[src/hw/rtl/stq_pkg.sv]
// Types and constants shared by the sorted timer queue.
// No dependencies; compiled before all other files.
package stq_pkg;

  localparam int unsigned TimeW = 64;
  localparam int unsigned IdW   = 4;
  localparam int unsigned WordW = 32;
  localparam int unsigned ThrW  = 16;

  localparam logic [ThrW-1:0] THRESHOLD_RESET = 16'd30;

  // Configuration register byte addresses
  localparam logic [1:0] REG_THRESHOLD = 2'd0;

  // Result status codes
  localparam logic STATUS_FIRED   = 1'b0;
  localparam logic STATUS_DROPPED = 1'b1;

  // Operation codes carried by an input beat
  typedef enum logic [1:0] {
    OP_TICK   = 2'd0,
    OP_SET    = 2'd1,
    OP_REMOVE = 2'd2
  } stq_op_t;

  // Top-level sequencer states
  typedef enum logic [1:0] {
    ST_IDLE,
    ST_REMOVE,
    ST_INSERT,
    ST_FIRE
  } stq_state_t;

  // Command broadcast to every cell of the chain
  typedef enum logic [1:0] {
    CMD_HOLD,
    CMD_REMOVE,
    CMD_INSERT,
    CMD_POP
  } stq_cmd_t;

  typedef struct packed {
    logic             valid;
    logic [TimeW-1:0] deadline;
    logic [IdW-1:0]   owner;
  } stq_entry_t;

  localparam stq_entry_t ENTRY_EMPTY = '{valid: 1'b0, deadline: '0, owner: '0};

  typedef struct packed {
    stq_cmd_t         cmd;
    logic [IdW-1:0]   id;
    logic [TimeW-1:0] now;
    logic [TimeW-1:0] offset;
    stq_entry_t       new_entry;
  } stq_ctrl_t;

endpackage

[src/hw/rtl/stq_cell.sv]
// One slot of the sorted timer chain: holds an entry and trades it with
// its neighbours on remove, insert and pop. Depends on stq_pkg.
module stq_cell (
  input  logic                clk,
  input  logic                rst_n,
  input  stq_pkg::stq_ctrl_t  ctrl,
  input  stq_pkg::stq_entry_t left_ent,
  input  stq_pkg::stq_entry_t right_ent,
  input  logic                rm_in,
  input  logic                gt_in,
  output stq_pkg::stq_entry_t ent,
  output logic                rm_out,
  output logic                gt_out
);
  import stq_pkg::*;

  logic             valid_r, valid_nxt;
  logic [TimeW-1:0] deadline_r, deadline_nxt;
  logic [IdW-1:0]   owner_r, owner_nxt;
  logic [TimeW-1:0] remaining;
  logic             gt_here;
  stq_entry_t       take;

  assign ent = '{valid: valid_r, deadline: deadline_r, owner: owner_r};

  // removal point ripples towards the tail
  assign rm_out = rm_in | (valid_r & (owner_r == ctrl.id));

  // insertion boundary: first slot whose remaining time exceeds the offset
  assign remaining = deadline_r - ctrl.now;
  assign gt_here   = !valid_r | (remaining > ctrl.offset);
  assign gt_out    = gt_here;

  always_comb begin
    take = ent;
    case (ctrl.cmd)
      CMD_REMOVE: begin
        if (rm_out) take = right_ent;
      end
      CMD_INSERT: begin
        if (gt_here) take = gt_in ? left_ent : ctrl.new_entry;
      end
      CMD_POP:    take = right_ent;
      default:    take = ent;
    endcase
    valid_nxt    = take.valid;
    deadline_nxt = take.deadline;
    owner_nxt    = take.owner;
  end

  always_ff @(posedge clk) begin
    if (!rst_n) begin
      valid_r <= 1'b0;
    end else begin
      valid_r <= valid_nxt;
    end
  end

  always_ff @(posedge clk) begin
    deadline_r <= deadline_nxt;
    owner_r    <= owner_nxt;
  end

endmodule
[config.mk]
export PLATFORM = sky130hd
export DESIGN_NAME = stq_cell
export DESIGN_NICKNAME = d
export VERILOG_FILES = /design/src/hw/rtl/stq_pkg.sv /design/src/hw/rtl/stq_cell.sv
export SDC_FILE = /design/constraint.sdc
export NUM_CORES = 1
export LEC_CHECK = 0
export ABC_AREA = 1
export BUFFER_PORTS_ARGS = -buffer_cell sky130_fd_sc_hd__buf_4
export CORE_AREA = 2 2 214 111
export DETAILED_ROUTE_END_ITERATION = 8
export DIE_AREA = 0 0 216 113
export HOLD_SLACK_MARGIN = 0.03
export PLACE_DENSITY = 0.75
export SETUP_SLACK_MARGIN = 0.4
export SLEW_MARGIN = 20
export SYNTH_ARGS = -nofsm -noshare
export SYNTH_HDL_FRONTEND = slang
export SYNTH_SLANG_ARGS = --single-unit
[constraint.sdc]
create_clock -name clk -period 13.55 [get_ports clk]
set_input_delay 1.355 -clock clk [delete_from_list [all_inputs] [get_ports clk]]
set_output_delay 1.355 -clock clk [all_outputs]
set_load 0.03 [all_outputs]
==> summary.txt, run 1 <==
Floorplanning
  – Core ar.: between 20000 and 25000 um^2
  – Die width: 216 um
  – Starting Density: ~45%
  – FP Rows: 39
  – Ports: ~420
  – Die Ht: 113 um
  – Die area: ~24000 um^2

Critical path
  – WP data required: 12.19 ns
  – Max incr delay on CP: 0.60 ns
  – R2R Setup Slk: 7.98 ns
  – Startpoint types: primary input
  – Worst-path fanout max: 5
  – Slowest library cell on the worst path: o21ai_0
  – Worst-path cell chain: buf_4, inv_1, ha_1, nand2_2, nor2_1, inv_2, o21ai_0, a21oi_1, nand2_2, xor2_1, ha_1, a21oi_1, o21a_1, nand2_1, nand2_1, nand2_1, a21oi_1, nand2_1, nand2_1, nand2_1, buf_4
  – Crit path buffers/inverters: 4
  – Worst EP arrival: 5.18 ns
  – Worst Setup SP: ctrl[167]
  – CP delay by family, top: compound AO/OA/AOI/OAI gates
  – Crit path capture: gt_out
  – Reg2reg end: deadline_r[62]
  – Critical Path End Type: output pin
  – Cell count of the worst reg-to-reg path: 21
  – R2R Path Start: deadline_r[34]
  – Crit Path Category: primary input to output pin
  – Most used cell, CP: nand2_1
  – Critical path depth: 21

Synthesis
  – Mux share of post-synthesis cell area: 0%
  – Area leader, netlist: edfxtp_1
  – Main combinational cell family by area after synthesis: simple AND/OR/NAND/NOR gates
  – Top cell type's share of synthesized area: 20.4%
  – Post-synth ARST share: 0%
  – Area share of fa/ha/maj cells after synthesis: 16.1%
  – Largest cells by area after synthesis: edfxtp_1, ha_1, nand2_1
  – Post-synthesis xor/xnor area fraction: 4.99%
  – Synthesized area: 10000 um^2
  – Number of synthesized flops with an enable pin: 68
  – Yosys reg bits: 69
  – Sequential cell area fraction in the yosys report: 20.6%
  – Mapped Avg Cell Area: between 6 and 7 um^2
  – Synth Instances: 1527
  – Yosys cell types: 52
  – Simple-Gate Fraction of Synth Area: 28.6%
  – Compound-Gate Fraction of Synth Area: between 10% and 20%
  – Syn_nets: 2000
  – Ys flop type: edfxtp_1
  – Synth warn: 0

Routing
  – Via density: between 5 and 6
  – Post-route DRC: 0
  – Detailed Routing Iterations Pass 1: 6
  – WL final: 44200 um
  – Vias after detailed routing: 12000
  – Final ANT Viol Nets: 0
  – Post-DR wirelength/cell: 19.7 um
  – DR iter-0 viols: 1307

Timing
  – Tightest Pin Transition: between 0.9 and 1 ns
  – Final Max Tran Viols: 0
  – Fmax: about 150 MHz
  – Fin crit share: 48.3%
  – Final Hold Vio Count: 0
  – Fin crit period: 6.54 ns
  – Setup-failing EPs final: 0
  – Worst-case clock skew: 0.00989 ns
  – Final worst slack: approximately 7 ns
  – Worst rel slew slack: 33.5%
  – Fin Setup TNS: 0 ns
  – RSZ-0062 raised after global routing: false

Worst hold path
  – Worst Hold Class: register to register
  – Hold_sp: valid_r

Clocking
  – Clk buf depth: 2
  – Setup bufs post-CTS: 0
  – Hold-fix buffers, CTS: 0
  – Cts bufs inserted: 9
  – TritonCTS Sinks: 69
  – Root buffer cell: clkbuf_16
  – Worst-skew pair later-pin latency: 0.36 ns
  – CTS tree: built
  – Clock slew at reported path FFs: 0.06 ns
  – H-tree level count: 3
  – Post-cts repair resize count: 0

Power
  – Combinational Power Share: between 50% and 60%
  – Power Density: 100 nW/um^2
  – Worst VDD drop: 0.0000678 V
  – Net Switching: about 0.00064 W
  – Leak: 7.05 nW
  – Net Sw Frac: 46.7%
  – Clock share of power: between 15 and 20%
  – Power, Total: 0.00138 W
  – Power Internal: 0.000733 W
  – Flop pwr share: around a fifth

Flow run
  – Max Cap Viol: 0

Final layout
  – Commonest non-fill, non-tap cell in the layout: buf_4
  – Commonest non-fill, non-tap cells in the layout: buf_4, nand2_1, inv_1
  – Layout cells sized above 1: 27.3%
  – Layout Utilization: 61.3%
  – P&R area growth vs syn: 37.3%
  – NumNets Final: ~2400

GRT
  – Largest net degree at the start of global routing: 99
  – Initial antenna violation count: 4
  – First-pass GRT wire length: ~65000 um
  – Vias in the first global route: between 10000 and 15000
  – Grt total ovfl: 0
  – Tot GR Track Use: 35.6%

Run status
  – Outcome: complete, no violations

Place
  – GPL Wtd Cong: 1.01
  – Post-place setup slack: 7.27 ns
  – PortBufs: 415
  – DP HPWL: roughly 39000 um
## routing by layer
layer  track usage (%)  vias to the layer above  routed length [um]
met4              8.08                        2                 843
met1              51.4                     5491               20400
met2              46.4                      681               16100
met3              17.1                       52                6730
li1                  -                     5821                   -
met5              3.14                        -                 108
## kinds of logic (layout without fill, tap and decap cells)
| family | count (synthesis) | count (layout) |
|---|---|---|
| simple gates | 670 | 670 |
| flops | 69 | 69 |
| compound gates | 304 | 304 |
| fa+ha+maj | 128 | 128 |
| other cells | 0 | 4 |
| xor+xnor | 57 | 57 |
| buf+inv | 299 | 701 |
## worst min path at each step
stage,depth (start not counted),end,slack [ns]
2_1_floorplan,4,valid_r,0.56
3_3_place_gp,4,valid_r,0.60
3_5_place_dp,4,valid_r,0.63
4_1_cts,4,valid_r,0.64
5_1_grt,4,valid_r,0.69
6_report,4,valid_r,0.64
## metrics by stage
step / std cells / cell area [um^2] / hold WS (ns)
floorplan: 1527 / 10000 / 0.563
global placement: 2220 / 13400 / 0.599
detailed placement: 2220 / 13400 / 0.632
CTS: 2236 / 13700 / 0.642
global route: 2240 / 13700 / 0.693
finish: 2240 / 13700 / 0.639
## sequential cells by signal (all words and copies together) (netlist names)
name	cells
deadline_r	64
owner_r	4
valid_r	1
## worst register-to-register path: cells and delay by family, from the launching register on
kind,cells,cell delay (ns)
and+or+nand+nor,14,2.23
adders and majority gates,2,0.90
AOI/OAI and AO/OA,3,0.87
DFF,1,0.46
buffers and inverters,2,0.70
## cell type report
type	instances	area (um^2)
antenna	4	10.0
clock buffer	9	225
clock inverter	7	97.6
fill	2166	8700
inverter	268	1010
multi-input combinational	1159	6830
sequential	69	2060
tap	307	384
timing repair buffer	417	3130
## power by group through the flow
stage | Combinational, W | Clock [W] | Sequential (W)
2_1_floorplan | 0.000443 | 0 | 0.000332
3_3_place_gp | 0.000774 | 0 | 0.000295
3_5_place_dp | 0.000788 | 0 | 0.000296
4_1_cts | 0.000791 | 0.000267 | 0.000292
5_1_grt | 0.000892 | 0.000273 | 0.000294
6_report | 0.000816 | 0.000267 | 0.000293
## Yosys cell counts, drive strengths merged, types with 6 or more instances
cell type and number:
a21o 13, a21oi 117, a31oi 78, clkbuf 29, edfxtp 68, ha 127
inv 267, nand2 373, nand3 43, nand4 16, nor2 212, nor3 16
nor4 6, o21a 12, o21ai 61, o21bai 8, xnor2 18, xor2 39
(Power assumes the default switching activity.)
==> run 2, diff against run 1 <==
==> constraint.sdc (replaced) <==
create_clock -name clk -period 6.4 [get_ports clk]
set_input_delay 0.64 -clock clk [delete_from_list [all_inputs] [get_ports clk]]
set_output_delay 0.64 -clock clk [all_outputs]
set_load 0.03 [all_outputs]
==> run 2 against run 1 <==
Combinational power rose by 110%; die area stayed put; count of clock-buffer cells in the layout did not move; wire length increased by 2.6%; via count grew 0.52%; clock skew decreased by 0.0032 ns; critical path type is now register to register; largest cell class unchanged.
==> summary.txt, run 2 (synthesized netlist as in run 1, its figures left out) <==
Power
  – Power Density: 211 nW/um^2
  – Power, Total: 0.00291 W
  – Leak: between 7 and 8 nW
  – Worst VDD drop: about 0.00013 V

Final layout
  – Layout cells sized above 1: a little over a quarter
  – P&R area growth vs syn: 37.5%
  – Largest reg by FF count: deadline_r
  – Commonest non-fill, non-tap cell in the layout: buf_4
  – Max FFs per register: 64
  – Commonest non-fill, non-tap cells in the layout: buf_4, nand2_1, inv_1
  – Layout Utilization: 61.3%
  – Biggest regs: deadline_r: 64 flops, owner_r: 4 flops, valid_r: 1 flops
  – Final instance area: 13800 um^2
  – Layout Cells excl Fill: 2239
  – NumNets Final: 2398

Place
  – Placed cells: 2221
  – PortBufs: between 400 and 500
  – Placed cell area: 13400 um^2
  – DP HPWL: between 40000 and 50000 um
  – GPL Wtd Cong: approximately 1.1

Timing
  – RSZ-0062 raised after global routing: false
  – Worst rel slew slack: between 40% and 50%
  – Fin Setup TNS: 0 ns
  – Fin crit period: 5.48 ns
  – Setup-failing EPs final: 0
  – Final Hold Vio Count: 0
  – Final Max Tran Viols: 0
  – Worst-case clock skew: between 0.006 and 0.007 ns
  – Fmax: around 180 MHz
  – Fin crit share: 85.6%
  – Tightest Pin Transition: just under 0.9 ns

Floorplanning
  – Starting Density: approximately 45%
  – Die width: 216 um
  – Ports: 416
  – Die Ht: 113 um
  – Die area: between 20000 and 25000 um^2
  – Core ar.: 22400 um^2
  – FP Rows: 39

Routing
  – Final ANT Viol Nets: 0
  – Via density: 5.41
  – Post-route DRC: 0
  – DR iter-0 viols: 1478
  – Post-DR wirelength/cell: just over 20 um
  – Detailed Routing Iterations Pass 1: 6
  – Vias after detailed routing: 12100
  – WL final: around 45000 um

Critical path
  – Critical Path End Type: register
  – R2R Setup Slk: just over 0.9 ns
  – Startpoint types: register
  – CP delay by family, top: simple AND/OR/NAND/NOR gates
  – Most used cell, CP: nand2_1
  – Cell count of the worst reg-to-reg path: 27
  – Crit path buffers/inverters: 4
  – R2R Path Start: deadline_r[0]
  – Reg2reg end: deadline_r[62]
  – WP data required: 6.42 ns
  – Worst-path fanout max: 45
  – Slowest library cell on the worst path: and2_2
  – Worst EP arrival: 5.50 ns
  – Crit Path Category: register to register
  – Max incr delay on CP: 0.56 ns

Clocking
  – Clock slew at reported path FFs: ~0.060 ns
  – H-tree level count: 3
  – CTS tree: built
  – TritonCTS Sinks: 69
  – Root buffer cell: clkbuf_16
  – Cts bufs inserted: 9
  – Hold-fix buffers, CTS: 0
  – Worst-skew pair later-pin latency: 0.35 ns
  – Post-cts repair resize count: 0
  – Clk buf depth: 2
  – Setup bufs post-CTS: 0

Worst hold path
  – Hold_sp: rst_n
  – Worst Hold Class: primary input to register
  – Worst Hold Path Cells: 5
  – WHS Endpoint: valid_r

GRT
  – Largest net degree at the start of global routing: 101
  – First-pass GRT wire length: 67000 um
  – Tot GR Track Use: around 37%
  – Grt total ovfl: 0
  – Initial antenna violation count: 3
  – Vias in the first global route: 11400

Flow run
  – Max Cap Viol: 0

Run status
  – Outcome: complete, no violations
-- run 2: changes by cell type in the layout (fill, tap and decap cells not counted) --
cell      before  now
buf_4        417  416
inv_8          1    0
inv_2         13   14
buf_12         0    2
diode_2        4    3
clkinv_2       2    1
-- run 2: worst reg2reg max path, delay by kind of cell (launching register included) --
family / cells / cell delay, ns
and+or+nand+nor: 18 / 2.45
DFF: 1 / 0.49
AOI/OAI and AO/OA: 1 / 0.39
buffers and inverters: 4 / 0.57
adders and majority gates: 3 / 0.91
xor gates and xnor gates: 1 / 0.31
-- run 2: routing by layer --
layer  track usage [%]  vias up  part of all wire (%)
met1              57.8     5547                    49
met5                 0        -                     0
met2              46.2      698                    35
li1                  -     5826                     -
met4              6.16        0                   1.3
met3              13.2       39                    14
-- run 2: final cells by class --
cell class / count / area, um^2
well taps: 307 / 384
diodes: 3 / 7.51
inverters: 268 / 1010
flip-flops and latches: 69 / 2060
repair buffers: 418 / 3160
multi-input cells: 1159 / 6830
fillers: 2178 / 8680
clock inverters: 6 / 86.3
clock buffers: 9 / 225
-- run 2: worst max path at each step --
stage | endpoint | depth (start not counted) | from | slack, ns
finish | deadline_r[62] | 27 | deadline_r[0] | 0.92
global route | deadline_r[58] | 27 | deadline_r[0] | 0.71
CTS | deadline_r[61] | 27 | deadline_r[0] | 1.19
detailed placement | deadline_r[61] | 23 | ctrl[166] | 1.03
global placement | deadline_r[61] | 23 | ctrl[166] | 1.07
floorplan | deadline_r[0] | 25 | ctrl[133] | 1.16
-- run 2: through the flow --
step,setup slack (ns),hold slack [ns]
detailed placement,1.03,0.632
global placement,1.07,0.605
CTS,1.19,0.595
floorplan,1.16,0.563
global route,0.714,0.640
finish,0.919,0.599
-- run 2: power by group --
part,switching [W],leakage (nW),internal [W]
combinational,0.00110,6.23,0.000640
clock,0.000203,0.153,0.000339
sequential,0.0000549,0.675,0.000568
